[config.mk]
export PLATFORM = sky130hd
export DESIGN_NAME = adc_round_robin_block_averager_unit
export DESIGN_NICKNAME = d
export VERILOG_FILES = /design/src/hdl/arrba_pkg.sv /design/src/hdl/arrba_accum.sv /design/src/hdl/adc_round_robin_block_averager_unit.sv
export VERILOG_INCLUDE_DIRS = /design/src /design/src/hdl
export SDC_FILE = /design/constraint.sdc
export NUM_CORES = 1
export LEC_CHECK = 0
export BUFFER_PORTS_ARGS = -buffer_cell sky130_fd_sc_hd__buf_2
export CELL_PAD_IN_SITES_DETAIL_PLACEMENT = 0
export CELL_PAD_IN_SITES_GLOBAL_PLACEMENT = 1
export CORE_AREA = 8 8 157 159
export CTS_CLUSTER_SIZE = 40
export DETAILED_ROUTE_END_ITERATION = 10
export DIE_AREA = 0 0 165 167
export PLACE_DENSITY_LB_ADDON = 0.12
export RECOVER_POWER = 50
export SLEW_MARGIN = 20
export SYNTH_ARGS = -nofsm -noshare
export SYNTH_HDL_FRONTEND = slang
export SYNTH_HIERARCHICAL = 1
export SYNTH_SLANG_ARGS = --single-unit
export TNS_END_PERCENT = 100
[constraint.sdc]
create_clock -name clk -period 2.8 [get_ports clk]
set_input_delay 0.28 -clock clk [delete_from_list [all_inputs] [get_ports clk]]
set_output_delay 0.28 -clock clk [all_outputs]
set_load 0.01 [all_outputs]
[src/hdl/adc_round_robin_block_averager_unit_assert.svh]
// assertion macros for the round-robin block averager
`ifndef ADC_ROUND_ROBIN_BLOCK_AVERAGER_UNIT_ASSERT_SVH
`define ADC_ROUND_ROBIN_BLOCK_AVERAGER_UNIT_ASSERT_SVH

// same-cycle implication, clocked on clk, off during reset
`define ARRBA_ASSERT_NOW(label, ante, cons, msg) \
  label: assert property (@(posedge clk) disable iff (rst) (ante) |-> (cons)) \
    else $error(msg);

// next-cycle implication, clocked on clk, off during reset
`define ARRBA_ASSERT_NEXT(label, ante, cons, msg) \
  label: assert property (@(posedge clk) disable iff (rst) (ante) |=> (cons)) \
    else $error(msg);

`endif

[src/hdl/arrba_pkg.sv]
// shared types and constants for the round-robin block averager
`default_nettype none

package arrba_pkg;

  localparam int SAMPLES_DEF     = 16;
  localparam int SAMPLE_BITS_DEF = 12;
  localparam int IN_W            = 12;
  localparam int MEAN_W          = 12;
  localparam int NUM_CH          = 4;
  localparam int CH_W            = 2;
  localparam int S_TDATA_W       = 16;
  localparam int M_TDATA_W       = 56;

  typedef enum logic [4:0] {
    PH_START = 5'b00001,
    PH_CH0   = 5'b00010,
    PH_CH1   = 5'b00100,
    PH_CH2   = 5'b01000,
    PH_CH3   = 5'b10000
  } phase_t;

  typedef struct packed {
    logic            take;
    logic [CH_W-1:0] chan;
    logic            latch;
  } accum_ctrl_t;

endpackage

`default_nettype wire

[src/hdl/arrba_accum.sv]
// per-channel running sums and latched block means
`default_nettype none

module arrba_accum #(
  parameter int SAMPLES     = arrba_pkg::SAMPLES_DEF,
  parameter int SAMPLE_BITS = arrba_pkg::SAMPLE_BITS_DEF,
  localparam int LOG2_N     = $clog2(SAMPLES),
  localparam int SUM_W      = SAMPLE_BITS + LOG2_N
) (
  input  wire logic                                             clk,
  input  wire logic                                             rst,
  input  wire arrba_pkg::accum_ctrl_t                           ctrl,
  input  wire logic [SUM_W-1:0]                                 sample_ext,
  output logic [arrba_pkg::NUM_CH-1:0][arrba_pkg::MEAN_W-1:0]   means
);

  localparam int EXT_W = (SUM_W > arrba_pkg::MEAN_W) ? SUM_W : arrba_pkg::MEAN_W;

  logic [arrba_pkg::NUM_CH-1:0][SUM_W-1:0]            sums;
  logic [arrba_pkg::NUM_CH-1:0][SUM_W-1:0]            sums_next;
  logic [arrba_pkg::NUM_CH-1:0][arrba_pkg::MEAN_W-1:0] means_next;
  logic [EXT_W-1:0]                                   shifted;

  always_comb begin
    shifted = '0;
    for (int c = 0; c < arrba_pkg::NUM_CH; c++) begin
      sums_next[c] = sums[c];
      if (ctrl.take && (ctrl.chan == arrba_pkg::CH_W'(c))) begin
        sums_next[c] = sums[c] + sample_ext;
      end
      shifted       = EXT_W'(sums_next[c]) >> LOG2_N;
      means_next[c] = shifted[arrba_pkg::MEAN_W-1:0];
    end
  end

  always_ff @(posedge clk) begin
    if (rst) begin
      sums  <= '0;
      means <= '0;
    end else if (ctrl.latch) begin
      sums  <= '0;
      means <= means_next;
    end else begin
      sums  <= sums_next;
    end
  end

endmodule

`default_nettype wire

[src/hdl/adc_round_robin_block_averager_unit.sv]
// a result word is registered and appears in the cycle after its sample word is taken
// throughput: one sample word per cycle; input stalls only while the output holds
// an untaken word
// averages are latched every SAMPLES five-word rounds (SAMPLES must be a power of two)
// synchronous reset: sequencer to phase 0, round count, sums and means to zero, output valid cleared
`default_nettype none

`include "adc_round_robin_block_averager_unit_assert.svh"

module adc_round_robin_block_averager_unit #(
  parameter int SAMPLES     = arrba_pkg::SAMPLES_DEF,
  parameter int SAMPLE_BITS = arrba_pkg::SAMPLE_BITS_DEF
) (
  input  wire logic                               clk,
  input  wire logic                               rst,
  input  wire logic                               s_tvalid,
  output logic                                    s_tready,
  // sample[11:0], zero fill above
  input  wire logic [arrba_pkg::S_TDATA_W-1:0]    s_tdata,
  output logic                                    m_tvalid,
  input  wire logic                               m_tready,
  // start_conversion[0], convert_channel[2:1], sample_taken[3], averages_ready[4],
  // mean_ch0[16:5], mean_ch1[28:17], mean_ch2[40:29], mean_ch3[52:41], zero fill above
  output logic [arrba_pkg::M_TDATA_W-1:0]         m_tdata
);

  localparam int LOG2_N = $clog2(SAMPLES);
  localparam int SUM_W  = SAMPLE_BITS + LOG2_N;
  localparam int RC_W   = LOG2_N;
  localparam int USE_W  = (SAMPLE_BITS < arrba_pkg::IN_W) ? SAMPLE_BITS : arrba_pkg::IN_W;

  arrba_pkg::phase_t      phase, phase_next;
  logic [RC_W-1:0]        round_count, round_count_next;
  arrba_pkg::accum_ctrl_t ctrl;
  logic                   accept;
  logic [SUM_W-1:0]       sample_ext;

  logic                       start_next, taken_next, ready_next;
  logic [arrba_pkg::CH_W-1:0] chan_next;
  logic                       start_conversion, sample_taken, averages_ready;
  logic [arrba_pkg::CH_W-1:0] convert_channel;

  logic [arrba_pkg::NUM_CH-1:0][arrba_pkg::MEAN_W-1:0] means;

  assign s_tready   = !m_tvalid || m_tready;
  assign accept     = s_tvalid && s_tready;
  assign sample_ext = SUM_W'(s_tdata[USE_W-1:0]);

  always_comb begin
    phase_next       = phase;
    round_count_next = round_count;
    start_next       = 1'b0;
    chan_next        = '0;
    taken_next       = 1'b0;
    ready_next       = 1'b0;
    unique case (phase)
      arrba_pkg::PH_CH0: begin
        taken_next = 1'b1;
        start_next = 1'b1;
        chan_next  = arrba_pkg::CH_W'(1);
        phase_next = arrba_pkg::PH_CH1;
      end
      arrba_pkg::PH_CH1: begin
        taken_next = 1'b1;
        start_next = 1'b1;
        chan_next  = arrba_pkg::CH_W'(2);
        phase_next = arrba_pkg::PH_CH2;
      end
      arrba_pkg::PH_CH2: begin
        taken_next = 1'b1;
        start_next = 1'b1;
        chan_next  = arrba_pkg::CH_W'(3);
        phase_next = arrba_pkg::PH_CH3;
      end
      arrba_pkg::PH_CH3: begin
        taken_next = 1'b1;
        phase_next = arrba_pkg::PH_START;
        if (round_count == RC_W'(SAMPLES - 1)) begin
          round_count_next = '0;
          ready_next       = 1'b1;
        end else begin
          round_count_next = round_count + RC_W'(1);
        end
      end
      default: begin
        start_next = 1'b1;
        phase_next = arrba_pkg::PH_CH0;
      end
    endcase
  end

  // sample in phase n+1 belongs to channel n
  always_comb begin
    ctrl.take  = accept && taken_next;
    ctrl.latch = accept && ready_next;
    unique case (phase)
      arrba_pkg::PH_CH1: ctrl.chan = arrba_pkg::CH_W'(1);
      arrba_pkg::PH_CH2: ctrl.chan = arrba_pkg::CH_W'(2);
      arrba_pkg::PH_CH3: ctrl.chan = arrba_pkg::CH_W'(3);
      default:           ctrl.chan = '0;
    endcase
  end

  always_ff @(posedge clk) begin
    if (rst) begin
      phase       <= arrba_pkg::PH_START;
      round_count <= '0;
      m_tvalid    <= 1'b0;
    end else begin
      if (accept) begin
        phase       <= phase_next;
        round_count <= round_count_next;
        m_tvalid    <= 1'b1;
      end else if (m_tready) begin
        m_tvalid    <= 1'b0;
      end
    end
  end

  always_ff @(posedge clk) begin
    if (accept) begin
      start_conversion <= start_next;
      convert_channel  <= chan_next;
      sample_taken     <= taken_next;
      averages_ready   <= ready_next;
    end
  end

  arrba_accum #(
    .SAMPLES     (SAMPLES),
    .SAMPLE_BITS (SAMPLE_BITS)
  ) u_accum (
    .clk        (clk),
    .rst        (rst),
    .ctrl       (ctrl),
    .sample_ext (sample_ext),
    .means      (means)
  );

  assign m_tdata = {3'b000, means[3], means[2], means[1], means[0],
                    averages_ready, sample_taken, convert_channel, start_conversion};

  `ARRBA_ASSERT_NOW(a_stall_needs_word, !s_tready, m_tvalid, "input stalled with no word held")
  `ARRBA_ASSERT_NEXT(a_start_phase, accept && (phase == arrba_pkg::PH_START), m_tvalid && start_conversion && !sample_taken && (convert_channel == '0), "phase 0 word wrong")
  `ARRBA_ASSERT_NEXT(a_round_end, accept && (phase == arrba_pkg::PH_CH3) && (round_count == RC_W'(SAMPLES - 1)), m_tvalid && averages_ready && (round_count == '0), "block end not flagged")
  `ARRBA_ASSERT_NEXT(a_ready_only_ch3, accept && (phase != arrba_pkg::PH_CH3), !averages_ready, "means latched outside last phase")

endmodule

`default_nettype wire
Word-level counts from Yosys, hierarchy flattened --
Index checks and enable logic that the tools add are counted.
Storage, ports and cells: latch bits 0, output and inout port bits 58, input port bits 20, RAM bits 0, memories kept 0, logic and storage cells 60, memory bits (read-only) 0, register bits 127
Cells by class: divide/modulo/power cells 0, add/subtract/negate cells 5, order comparisons 0, reductions and logical operators 14, mux-type cells 14, shift-type cells 0, bitwise operators 0, $mul 0, equal/unequal tests 8
Operators by type and width (number):
- $add A16 B12 Y16 | 4
- $mux W16 | 4
- $pmux W5 S4 | 1
- $pmux W2 S3 | 2
- $logic_and A1 B1 Y1 | 7
- $mux W1 | 6
- $eq A5 B2 Y1 const B | 1
- $eq A5 B3 Y1 const B | 1
- $eq A5 B4 Y1 const B | 1
- $eq A5 B5 Y1 const B | 1
- $add A4 B1 Y4 const B | 1
- $eq A2 B2 Y1 const B | 2
- $eq A4 B4 Y1 const B | 1
- $mux W4 | 1
- $reduce_or A4 Y1 | 1
- $eq A2 B1 Y1 const B | 1
- $logic_not A2 Y1 | 1
- $reduce_and A2 Y1 | 1
- $reduce_bool A2 Y1 | 1
- $reduce_or A2 Y1 | 1
- $logic_not A1 Y1 | 1
- $logic_or A1 B1 Y1 | 1

Depth between registers and ports, before layout --
Gate-level depths: netlist of the first run.
depth after elaboration 6, mapped depth 13, depth with buffers taken out 11

Modules after synthesis --
Netlist of the first run, hierarchy kept.
Modules (own cells, without submodules):
- arrba_accum | cells an instance 844, instances 1, seq. area each 2242.2 µm², area an instance 7059.3 µm²
- adc_round_robin_block_averager_unit | cells an instance 85, instances 1, seq. area each 350.3 µm², area an instance 789.5 µm²

Least setup slack after synthesis of the first run --
OpenSTA, ideal clock, no wires.
path type register to register, start reg phase[3], end reg u_accum/means[3] (netlist bit), setup time 0.079 ns, buffers on the path 1, clock period less this slack 2.564 ns, cell stages (with the launch flop) 10, setup slack 0.236 ns, data required time 2.721 ns, arrival 2.484 ns, cell sequence dfxtp_1 -> buf_2 -> xnor2_1 -> or3_1 -> a21oi_1 -> and2_1 -> or3b_1 -> or4b_1 -> and3_1 -> a211oi_2
RTL lines:
- from (decl) | line adc_round_robin_block_averager_unit.sv:32 | arrba_pkg::phase_t phase, phase_next;
- from (signal assigned) | line adc_round_robin_block_averager_unit.sv:106 | phase <= arrba_pkg::PH_START;
- from (signal assigned) | line adc_round_robin_block_averager_unit.sv:111 | phase <= phase_next;
- to (signal assigned) | line arrba_accum.sv:42 | means <= means_next;
- to (decl) | line arrba_accum.sv:14 | output logic [arrba_pkg::NUM_CH-1:0][arrba_pkg::MEAN_W-1:0] means

Worst setup path in the final report of the first run --
start reg u_accum/sums[0] (netlist bit), end reg u_accum/means[10] (netlist bit)
On the way: word-level cells in the longest chain between the ends 2
RTL lines:
- from (decl) | line arrba_accum.sv:19 | logic [arrba_pkg::NUM_CH-1:0][SUM_W-1:0] sums;
- from (signal assigned) | line arrba_accum.sv:44 | sums <= sums_next;
- $add A16 B12 Y16 | line arrba_accum.sv:29 | sums_next[c] = sums[c] + sample_ext;
- $mux W16 | line arrba_accum.sv:28 | if (ctrl.take && (ctrl.chan == arrba_pkg::CH_W'(c))) begin
No other way between the ends. A chain may end at the register's enable or synchronous reset.

==> results of run 1 <==
-- worst max-delay path, delay by kind of cell (launching register included) --
kind | cells | cell delay [ns]
flip-flops | 1 | 0.31
AO/OA/AOI/OAI | 6 | 1.48
adder cells (fa/ha/maj) | 2 | 0.66
XOR/XNOR | 1 | 0.10
-- cells by family after synthesis --
logic type / after synthesis / share of synthesized area (%)
flip-flops: 127 / 33.0
AO/OA/AOI/OAI: 274 / 23.7
other: 1 / 0.0478
adder cells (fa/ha/maj): 65 / 10.7
XOR/XNOR: 42 / 4.69
buffers and inverters: 70 / 4.46
multiplexers: 25 / 3.19
AND/OR/NAND/NOR: 325 / 20.2
-- cell usage in the layout, fill, tap and decap left out, types with 7 or more instances in the layout --
cell type  Yosys  layout
nand2b_1      12      12
a211oi_1      44      43
conb_1         1      20
nand2_1       77      77
xor2_1        14      14
a21o_1        25      25
and3_1        10      10
nor2_1       125     124
clkbuf_16      0      17
dfxtp_1      122     122
o21ai_0       38      38
xnor2_1       28      28
nor2b_1       10      10
inv_1         14      14
o31ai_1        7       7
buf_4          7      50
a21oi_1       79      79
a311oi_1       9       9
nand3_1       19      19
mux2i_1       25      25
buf_2         10      15
clkbuf_1      32      60
ha_1          61      61
nor3_1        10       9
nand4_1        8       9
-- power by group through the flow --
| stage | combinational, mW | clock (mW) | sequential, mW |
|---|---|---|---|
| global placement | 0.352 | 0 | 1.88 |
| global route | 0.388 | 2.47 | 1.84 |
| floorplan | 0.241 | 0 | 1.88 |
| finish | 0.345 | 2.33 | 1.84 |
| CTS | 0.356 | 2.40 | 1.84 |
| detailed placement | 0.354 | 0 | 1.88 |
-- final timing paths --
| check | startpoint | to | slack [ns] | cells after the start |
|---|---|---|---|---|
| min reg2reg | u_accum/sums[19] | u_accum/sums[19] | 0.46 | 2 |
| max reg2reg | u_accum/sums[0] | u_accum/means[10] | 0.17 | 9 |
| max | u_accum/sums[0] | u_accum/means[10] | 0.17 | 9 |
| min | s_tvalid | m_tvalid | 0.12 | 3 |
-- area by class of cell --
type	instances	area [um2]
Multi-Input combinational cell	751	5000
Clock buffer	20	457
Timing Repair Buffer	129	732
Tap cell	285	357
Sequential cell	127	2590
Inverter	14	52.6
Fill cell	2316	12900
Clock inverter	12	160
-- per-layer routing --
layer | global-route usage, % | up-vias | part of all wire [%]
li1 | - | 3606 | -
met1 | 22.1 | 3210 | 49
met2 | 26.3 | 81 | 46
met3 | 3.08 | 17 | 3.0
met4 | 4.78 | 0 | 1.2
met5 | 0 | - | 0
-- sequential cells by signal, summed over array words and instances, names as in the netlist --
signal	flops
round_count	4
u_accum/sums	64
convert_channel	2
sample_taken	1
start_conversion	1
averages_ready	1
u_accum/means	48
phase	5
m_tvalid	1
-- stage by stage --
| stage | hold WS, ns | TNS (ns) | worst slack [ns] |
|---|---|---|---|
| final | 0.117 | 0 | 0.167 |
| after global routing | 0.133 | 0 | 0.00674 |
| after CTS | 0.119 | 0 | 0.0583 |
| after detailed placement | 0.445 | -0.0519 | -0.0280 |
| after global placement | 0.440 | -0.0379 | -0.0231 |
| after floorplan | 0.409 | 0 | 0.236 |
==> results.md, run 1 <==
* First-pass GRT wire length at 36.5 mm
* Overflow after GRT at 0
* Synth Register Bits at 127
* Top achievable clock speed at 380 MHz
* Antenna-violating nets left at 0
* Clock power share at 51.6%
* Cells along the critical path: ha_1 -> fa_1 -> a211oi_1 -> o21bai_1 -> a211oi_1 -> a21oi_1 -> a31oi_2 -> xor2_1 -> o32ai_1
* Final worst path period share at 94.0%
* Total CTS buffers at 17
* ANT cells at 0
* Final min period at 2.63 ns
* Initial antenna violation count at 0
* CTS tree: yes
* Setup crit start kind: flip-flop
* Status: complete, no violations
* Vias in the first global route at 6798
* Final design utilization at 42.1%
* NetSw at 1.11 mW
* Rel. slew slack at 64.3%
* Post-Layout Inst Area at 9350 um2
* Hold Vio Cnt, Final at 0
* Vias at 6914
* CTS root buffer: clkbuf_16
* Power per cell area at 483 nW/um2
* Boundary Pins at 78
* Clock sink total at 127
* Leakage at 3.73 nW
* Post-synthesis area per instance at 8.45 um2
* Number of synthesized flops with an enable pin at 5
* Hold buffers post-CTS at 0
* Area leader, netlist: dfxtp_1
* Tightest Pin Transition at 0.535 ns
* Clk_lat worst skew at 0.42 ns
* Most Frequent Cell on Critical Path: a211oi_1
* Worst Setup End Kind: flip-flop
* Critical path peak fanout at 2
* Core area at 22200 um2
* Final std cells w/o fill at 1338
* Main flop type after synthesis: dfxtp_1
* Switching Share at 24.6%
* Clk slew on worst S/H paths at 0.06 ns
* Arrival time at the worst endpoint at 2.96 ns
* Drt via density at 5.17
* Final setup viols at 0
* Seq pwr share at 40.7%
* Total Wirelength at 22.1 mm
* Post CTS Setup Buffer Count at 0
* Pins over their slew limit at 0
* Yosys cell types at 79
* Cell with the most instances after synthesis: nor2_1
* Most frequent cells after synthesis: nor2_1, dfxtp_1, a21oi_1, nand2_1, ha_1
* DP Wirelength at 16.3 mm
* Synth Warn # at 6
* Die Wd at 165 um
* CP max stage cell: fa_1
* Residual DRC at 0
* Largest net degree at the start of global routing at 57
* Inst Count DP at 1306
* Max clock buf depth at 2
* DR WL/cell at 16.5 um
* Largest cells by area after synthesis: dfxtp_1, ha_1, nor2_1
* Worst VDD drop at 0.383 mV
* Share of the synthesized area in the top cell type at 31.1%
* Max Cap Viol at 0
* # rows at 55
* Gp weighted congestion at 0.795
* Die Span Y at 167 um
* Mapped Cells at 929
* Placed instance area at 8820 um2
* Clock skew at 0.0100 ns
* Register area share after synthesis at 33.0%
* Total power draw at 4.52 mW
* WS Path Type: reg2reg
* Layout cells sized above 1 at 12.3%
* GR Util All Layers at 16.5%
* Hold WC Path Type: in2reg
* Pint at 3.41 mW
* Effective utilization at floorplan at 35.3%
* CTS H-tree depth at 4
* Die footprint at 27600 um2
* Synthesis-to-finish area growth at 19.1%
* Largest stage delay, worst path at 0.45 ns
* Combinational power share at 7.6%
* Drt first pass iters at 4
* Mapped cell area at 7850 um2
* Post_cts resized at 0
* DRT iter0 DRCs at 279
* Input/output buffers at 70
* Async SR Flop Fraction at 0%
* RSZ-0062 raised after global routing: no
* Worst EP required at 3.13 ns
* Final nets at 1125
Note: power is estimated with default switching activity, not from simulation.
==> run 2, diff against run 1 <==
--- a/config.mk
+++ b/config.mk
@@ -6,13 +6,14 @@
 export SDC_FILE = /design/constraint.sdc
 export NUM_CORES = 1
 export LEC_CHECK = 0
+export ABC_AREA = 1
 export BUFFER_PORTS_ARGS = -buffer_cell sky130_fd_sc_hd__buf_2
 export CELL_PAD_IN_SITES_DETAIL_PLACEMENT = 0
 export CELL_PAD_IN_SITES_GLOBAL_PLACEMENT = 1
-export CORE_AREA = 8 8 157 159
+export CORE_AREA = 8 8 162 164
 export CTS_CLUSTER_SIZE = 40
 export DETAILED_ROUTE_END_ITERATION = 10
-export DIE_AREA = 0 0 165 167
+export DIE_AREA = 0 0 170 172
 export PLACE_DENSITY_LB_ADDON = 0.12
 export RECOVER_POWER = 50
 export SLEW_MARGIN = 20
==> run 2 against run 1 <==
  * Utilization is 1.6 points lower
  * First-iteration DRC count grew 39%
  * Flip-flop and latch count unchanged
  * Worst setup slack gained 0.36 ns
  * Clock-buffer cell count fell by 1
  * Hold slack better by 0.019 ns
  * Fmax up 16%
  * Design area increased by 3.1%
==> results.md, run 2 <==
* Area leader, netlist: dfxtp_1 (unchanged)
* Die footprint at 29200 um2 (was 27600 um2)
* Largest cells by area after synthesis: dfxtp_1, nand2_1, ha_1 (was dfxtp_1, ha_1, nor2_1)
* Hold buffers post-CTS at 0 (unchanged)
* Boundary Pins at 78 (unchanged)
* Power per cell area at 501 nW/um2 (was 483 nW/um2)
* RSZ-0062 raised after global routing: no (unchanged)
* Leakage at 5.03 nW (was 3.73 nW)
* DRT iter0 DRCs at 387 (was 279)
* Vias at 7711 (was 6914)
* Max clock buf depth at 2 (unchanged)
* Synthesis-to-finish area growth at 15.5% (was 19.1%)
* Drt via density at 4.46 (was 5.17)
* Synth Warn # at 6 (unchanged)
* Number of synthesized flops with an enable pin at 5 (unchanged)
* Hold Vio Cnt, Final at 0 (unchanged)
* Max Cap Viol at 0 (unchanged)
* FF-to-FF path depth at 11 (was 9)
* Total CTS buffers at 17 (unchanged)
* Clk_lat worst skew at 0.42 ns (about the same)
* Worst EP required at 3.07 ns (was 3.13 ns)
* Seq pwr share at 38.6% (was 40.7%)
* Vias in the first global route at 7571 (was 6798)
* Worst R2R Start: phase[2] (was u_accum/sums[0])
* # rows at 57 (was 55)
* Commonest non-fill, non-tap cells in the layout: nand2_1, inv_1, nand3_1, dfxtp_1, nor2_1 (was nor2_1, dfxtp_1, a21oi_1, nand2_1, ha_1)
* DR WL/cell at 13.2 um (was 16.5 um)
* R2R Setup Slk at 0.53 ns (was 0.17 ns)
* Cell with the most instances after synthesis: nand2_1 (was nor2_1)
* Effective utilization at floorplan at 35.0% (was 35.3%)
* Final nets at 1476 (was 1125)
* Die Wd at 170 um (was 165 um)
* Total Wirelength at 22.7 mm (was 22.1 mm)
* Capturing point of the worst reg2reg path: u_accum/means[2] (was u_accum/means[10])
* Input/output buffers at 70 (unchanged)
* Arrival time at the worst endpoint at 2.54 ns (was 2.96 ns)
* Status: complete, no violations (unchanged)
* Clock power share at 51.5% (was 51.6%)
* ANT cells at 0 (unchanged)
* WS Path Type: reg2reg (unchanged)
* Largest net degree at the start of global routing at 58 (was 57)
* Largest regs: u_accum/sums: 64 flops, u_accum/means: 48 flops, phase: 5 flops (unchanged)
* Most frequent cells after synthesis: nand2_1, inv_1, dfxtp_1, nand3_1, nor2_1 (was nor2_1, dfxtp_1, a21oi_1, nand2_1, ha_1)
* Overflow after GRT at 0 (unchanged)
* Min-Delay Startpoint: s_tvalid (unchanged)
* Antenna-violating nets left at 0 (unchanged)
* Initial antenna violation count at 0 (unchanged)
* Layout cells sized above 1 at 8.13% (was 12.3%)
* Gp weighted congestion at 0.810 (was 0.795)
* Worst Hold Endpoint: m_tvalid (unchanged)
* Largest register FFs at 64 (unchanged)
* First-pass GRT wire length at 37.2 mm (was 36.5 mm)
* Post_cts resized at 0 (unchanged)
* Tightest Pin Transition at 0.665 ns (was 0.535 ns)
* Critical path peak fanout at 30 (was 2)
* Worst VDD drop at 0.280 mV (was 0.383 mV)
* Post CTS Setup Buffer Count at 0 (unchanged)
* Worst Setup End Kind: flip-flop (unchanged)
* Pint at 3.60 mW (was 3.41 mW)
* Setup ws final at 0.530 ns (was 0.167 ns)
* Final design utilization at 40.5% (was 42.1%)
* Core area at 23800 um2 (was 22200 um2)
* Drt first pass iters at 7 (was 4)
* Clock skew at 0.0125 ns (was 0.0100 ns)
* GR Util All Layers at 16.0% (was 16.5%)
* Mapped cell area at 8340 um2 (was 7850 um2)
* Share of the synthesized area in the top cell type at 29.3% (was 31.1%)
* Inst Count DP at 1696 (was 1306)
* Rel. slew slack at 55.7% (was 64.3%)
* Synth Register Bits at 127 (unchanged)
* Dpl ws at 0.661 ns (was -0.0280 ns)
* Yosys cell types at 35 (was 79)
* CTS tree: yes (unchanged)
* CTS H-tree depth at 4 (unchanged)
* DP Wirelength at 16.7 mm (was 16.3 mm)
* Clock sink total at 127 (unchanged)
* Final min period at 2.27 ns (was 2.63 ns)
* Final std cells w/o fill at 1727 (was 1338)
* Final worst path period share at 81.1% (was 94.0%)
* Setup crit start kind: flip-flop (unchanged)
* Post-synthesis area per instance at 6.36 um2 (was 8.45 um2)
* Register area share after synthesis at 31.1% (was 33.0%)
* CTS root buffer: clkbuf_16 (unchanged)
* Hold Path Cell Cnt at 3 (unchanged)
* Async SR Flop Fraction at 0% (unchanged)
* Mapped Cells at 1311 (was 929)
* Main flop type after synthesis: dfxtp_1 (unchanged)
* Die Span Y at 172 um (was 167 um)
* Final setup viols at 0 (unchanged)
* Top achievable clock speed at 441 MHz (was 380 MHz)
* Setup TNS at 0 ns (unchanged)
* Hold WC Path Type: in2reg (unchanged)
* Placed instance area at 9080 um2 (was 8820 um2)
* Pins over their slew limit at 0 (unchanged)
* Combinational power share at 9.9% (was 7.6%)
* Residual DRC at 0 (unchanged)
* Most common cell after layout, fill and taps aside: nand2_1 (was nor2_1)
* Most flops, register: u_accum/sums (unchanged)
* Clk slew on worst S/H paths at 0.06 ns (about the same)
* Switching Share at 25.5% (was 24.6%)
* NetSw at 1.23 mW (was 1.11 mW)
* Post-Layout Inst Area at 9640 um2 (was 9350 um2)
[run 2: worst max path at each step]
stage / startpoint / endpoint / slack [ns]
5_1_grt: phase[1] / u_accum/means[26] / 0.27
3_3_place_gp: s_tdata[0] / u_accum/means[4] / 0.66
3_5_place_dp: round_count[0] / u_accum/sums[51] / 0.66
6_report: phase[2] / u_accum/means[2] / 0.53
2_1_floorplan: phase[2] / u_accum/means[5] / 1.03
4_1_cts: round_count[0] / u_accum/sums[51] / 0.64
[run 2: layout make-up]
| class | instances | area, um2 |
|---|---|---|
| clock inverters | 12 | 181 |
| multi-input cells | 979 | 4920 |
| clock buffers | 19 | 475 |
| fillers | 2707 | 14200 |
| repair buffers | 81 | 373 |
| well taps | 324 | 405 |
| flip-flops and latches | 127 | 2590 |
| inverters | 185 | 694 |
[run 2: critical path, stage by stage (launching register included)]
cell and delay (ns):
dfxtp_1 0.37, nor2_4 0.15, nand3_1 0.29, nand2_1 0.17, nor2_1 0.07, nor2_2 0.13
inv_1 0.11, nor3_1 0.15, buf_4 0.33, nand3_1 0.11, o21ai_0 0.12, o21ai_0 0.13
[run 2: kinds of logic after synthesis]
logic type                 Yosys count  synth area share, %
and+or+nand+nor                    791                 40.6
buffers and inverters              220                 10.5
DFF                                127                 31.1
AOI/OAI and AO/OA                   84                 5.31
adders and majority gates           65                 10.1
xor gates and xnor gates            23                 2.41
other                                1               0.0449
[run 2: per-stage QoR]
stage               hold slack, ns  power [mW]
detailed placement           0.435        2.39
floorplan                    0.349        2.26
global placement             0.431        2.39
finish                       0.135        4.83
CTS                          0.121        4.91
global route                 0.138        5.05
[run 2: power by group through the flow]
| stage | logic, mW | clock network, mW | registers (mW) |
|---|---|---|---|
| floorplan | 0.358 | 0 | 1.90 |
| global placement | 0.484 | 0 | 1.90 |
| detailed placement | 0.486 | 0 | 1.90 |
| CTS | 0.489 | 2.56 | 1.86 |
| global route | 0.547 | 2.63 | 1.87 |
| finish | 0.480 | 2.49 | 1.86 |
[run 2: per-layer routing]
metal | vias to the layer above | GRT usage, % | share of wire, %
met5 | - | 0 | 0
met4 | 0 | 4.12 | 0.81
met3 | 9 | 3.22 | 3.2
met2 | 104 | 26.2 | 44
met1 | 3379 | 21.2 | 52
li1 | 4219 | - | -
==> run 3, diff against run 2 <==
--- a/config.mk
+++ b/config.mk
@@ -6,14 +6,14 @@
 export SDC_FILE = /design/constraint.sdc
 export NUM_CORES = 1
 export LEC_CHECK = 0
-export ABC_AREA = 1
+export ABC_AREA = 0
 export BUFFER_PORTS_ARGS = -buffer_cell sky130_fd_sc_hd__buf_2
 export CELL_PAD_IN_SITES_DETAIL_PLACEMENT = 0
 export CELL_PAD_IN_SITES_GLOBAL_PLACEMENT = 1
-export CORE_AREA = 8 8 162 164
+export CORE_AREA = 8 8 157 159
 export CTS_CLUSTER_SIZE = 40
 export DETAILED_ROUTE_END_ITERATION = 10
-export DIE_AREA = 0 0 170 172
+export DIE_AREA = 0 0 165 167
 export PLACE_DENSITY_LB_ADDON = 0.12
 export RECOVER_POWER = 50
 export SLEW_MARGIN = 20
==> constraint.sdc (replaced) <==
create_clock -name clk -period 2.1 [get_ports clk]
set_input_delay 0.21 -clock clk [delete_from_list [all_inputs] [get_ports clk]]
set_output_delay 0.21 -clock clk [all_outputs]
set_load 0.01 [all_outputs]
==> run 3 against run 2 <==
  * Combinational power up 45%
  * Clock-buffer cell count is 2 higher
  * Hold slack got worse by 0.084 ns
  * The flow now finishes with violations (negative setup slack)
  * Via count increased by 1.8%
  * Critical endpoint is now u_accum/means[3]
  * Design area grew 27%
  * Worst setup slack lost 0.93 ns
  * Clock power increased by 33%
  * Sequential share of layout area decreased by 5.6 points
  * Cell count shrank 11%
  * Die area decreased by 5.8%
  * Routed wire length rose by 13%
  * Global-route usage up 2.2 points
==> results.md, run 3 (synthesis gave the netlist of run 1 again) <==
* Drt via density at 5.13 (was 4.46)
* Status: finished, violations left (was complete, no violations)
* First-pass GRT wire length at 39.8 mm (was 37.2 mm)
* Effective utilization at floorplan at 35.3% (was 35.0%)
* Die Wd at 165 um (was 170 um)
* Gp weighted congestion at 0.858 (was 0.810)
* Input/output buffers at 70 (unchanged)
* Fill cells at 2093 (was 2707)
* Vias at 7847 (was 7711)
* Largest stage delay, worst path at 0.47 ns (was 0.37 ns)
* Setup ws final at -0.396 ns (was 0.530 ns)
* Worst EP required at 2.45 ns (was 3.07 ns)
* Max Cap Viol at 0 (unchanged)
* Worst Setup End Kind: flip-flop (unchanged)
* Final setup viols at 93 (was 0)
* Die footprint at 27600 um2 (was 29200 um2)
* Hold WC Path Type: in2reg (unchanged)
* Clock power share at 51.2% (was 51.5%)
* Initial antenna violation count at 0 (unchanged)
* NetSw at 1.58 mW (was 1.23 mW)
* Clk slew on worst S/H paths at 0.06 ns (about the same)
* Final worst path period share at 119% (was 81.1%)
* Family with the most delay on the worst path: simple AND/OR/NAND/NOR gates (unchanged)
* Setup crit start kind: flip-flop (unchanged)
* Drt first pass iters at 5 (was 7)
* ANT cells at 0 (unchanged)
* DRT iter0 DRCs at 288 (was 387)
* Core area at 22200 um2 (was 23800 um2)
* WS Path Type: reg2reg (unchanged)
* CTS H-tree depth at 4 (unchanged)
* R2R Setup Slk at -0.40 ns (was 0.53 ns)
* Total power draw at 6.46 mW (was 4.83 mW)
* Pint at 4.88 mW (was 3.60 mW)
* Final min period at 2.50 ns (was 2.27 ns)
* Inst Count DP at 1456 (was 1696)
* Die Span Y at 167 um (was 172 um)
* Clock skew at 0.0101 ns (was 0.0125 ns)
* Leakage at 5.04 nW (was 5.03 nW)
* Hold Vio Cnt, Final at 0 (unchanged)
* Antenna-violating nets left at 0 (unchanged)
* RSZ-0062 raised after global routing: yes (was no)
* Total Wirelength at 25.8 mm (was 22.7 mm)
* Top achievable clock speed at 401 MHz (was 441 MHz)
* Total CTS buffers at 17 (unchanged)
* Boundary Pins at 78 (unchanged)
* Pins over their slew limit at 0 (unchanged)
* Final std cells w/o fill at 1530 (was 1727)
* Most flops, register: u_accum/sums (unchanged)
* DR WL/cell at 16.9 um (was 13.2 um)
* Residual DRC at 0 (unchanged)
* Critical path peak fanout at 7 (was 30)
* Final nets at 1317 (was 1476)
* Buf+Inv Stages, Crit Path at 0 (was 2)
* Worst VDD drop at 0.397 mV (was 0.280 mV)
* Largest register FFs at 64 (unchanged)
* Cells along the critical path: xnor2_2 -> or3_1 -> a21oi_2 -> and2_4 -> or3b_4 -> or4b_1 -> and3_4 -> a211oi_2 (was nor2_4 -> nand3_1 -> nand2_1 -> nor2_1 -> nor2_2 -> inv_1 -> nor3_1 -> buf_4 -> nand3_1 -> o21ai_0 -> o21ai_0)
* # rows at 55 (was 57)
* Layout cells sized above 1 at 42.2% (was 8.13%)
* CTS tree: yes (unchanged)
* CP max stage cell: or4b_1 (was dfxtp_1)
* Setup TNS at -15.15 ns (was 0 ns)
* CTS root buffer: clkbuf_16 (unchanged)
* Tightest Pin Transition at 0.706 ns (was 0.665 ns)
* Arrival time at the worst endpoint at 2.85 ns (was 2.54 ns)
* Vias in the first global route at 7635 (was 7571)
* Hold_ws at 0.0510 ns (was 0.135 ns)
* Combinational power share at 10.8% (was 9.9%)
* Power per cell area at 526 nW/um2 (was 501 nW/um2)
* DP Wirelength at 17.6 mm (was 16.7 mm)
* Overflow after GRT at 0 (unchanged)
* Clk_lat worst skew at 0.43 ns (was 0.42 ns)
* Commonest non-fill, non-tap cells in the layout: buf_4, nor2_1, dfxtp_1, nand2_1, ha_1 (was nand2_1, inv_1, nand3_1, dfxtp_1, nor2_1)
* Synthesis-to-finish area growth at 56.4% (was 15.5%)
* Hold buffers post-CTS at 0 (unchanged)
* Rel. slew slack at 53.0% (was 55.7%)
* Seq pwr share at 38.0% (was 38.6%)
* Largest regs: u_accum/sums: 64 flops, u_accum/means: 48 flops, phase: 5 flops (unchanged)
* Switching Share at 24.5% (was 25.5%)
* Dpl ws at -0.445 ns (was 0.661 ns)
* Most common cell after layout, fill and taps aside: buf_4 (was nand2_1)
* Failing checks: negative setup slack
* GR Util All Layers at 18.2% (was 16.0%)
* Max clock buf depth at 2 (unchanged)
* Largest net degree at the start of global routing at 55 (was 58)
* Clock sink total at 127 (unchanged)
## run 3: worst paths after layout
check / startpoint / to / cells after the start
max: phase[4] / u_accum/means[3] / 8
min: s_tvalid / m_tvalid / 3
max reg2reg: phase[4] / u_accum/means[3] / 8
min reg2reg: u_accum/means[9] / u_accum/means[9] / 2
## run 3: layout make-up
class                      instances  area, um2  area share [%]
multi-input combinational        751       6160            50.1
tap                              285        357            2.90
timing repair buffer             321       2450            20.0
clock buffer                      21        450            3.67
inverter                          14       52.6           0.428
clock inverter                    11        188            1.53
sequential                       127       2620            21.3
## run 3: repair_timing
action / in CTS / in global routing
setup endpoints to repair: 98 / 106
setup buffers: 19 / 30
gates resized for setup: 128 / 152
gates cloned: 3 / 0
pin swaps: 74 / 75
endpoints found under the hold margin: 0 / 0
## run 3: worst min-delay path, cell delays in order
cell and delay (ns):
buf_2 0.13, inv_1 0.05, a21oi_1 0.05
## run 3: stage by stage
| stage | cell area, um2 | util, % |
|---|---|---|
| global placement | 10100 | 45.4 |
| floorplan | 8130 | - |
| CTS | 11500 | 51.9 |
| detailed placement | 10100 | 45.4 |
| global route | 12300 | 55.2 |
| finish | 12300 | 55.2 |
## run 3: routing by layer
layer	share of wire (%)	vias up	track usage [%]
met2	49	122	30.1
met1	46	3722	22.9
met3	3.4	25	3.67
met4	1.7	0	6.47
li1	-	3978	-
met5	0	-	0
## run 3: power by group through the flow
stage / logic, mW / clock network (mW) / registers, mW
floorplan: 0.332 / 0 / 2.50
global placement: 0.596 / 0 / 2.51
detailed placement: 0.595 / 0 / 2.51
CTS: 0.644 / 3.38 / 2.45
global route: 0.757 / 3.48 / 2.45
finish: 0.698 / 3.31 / 2.45
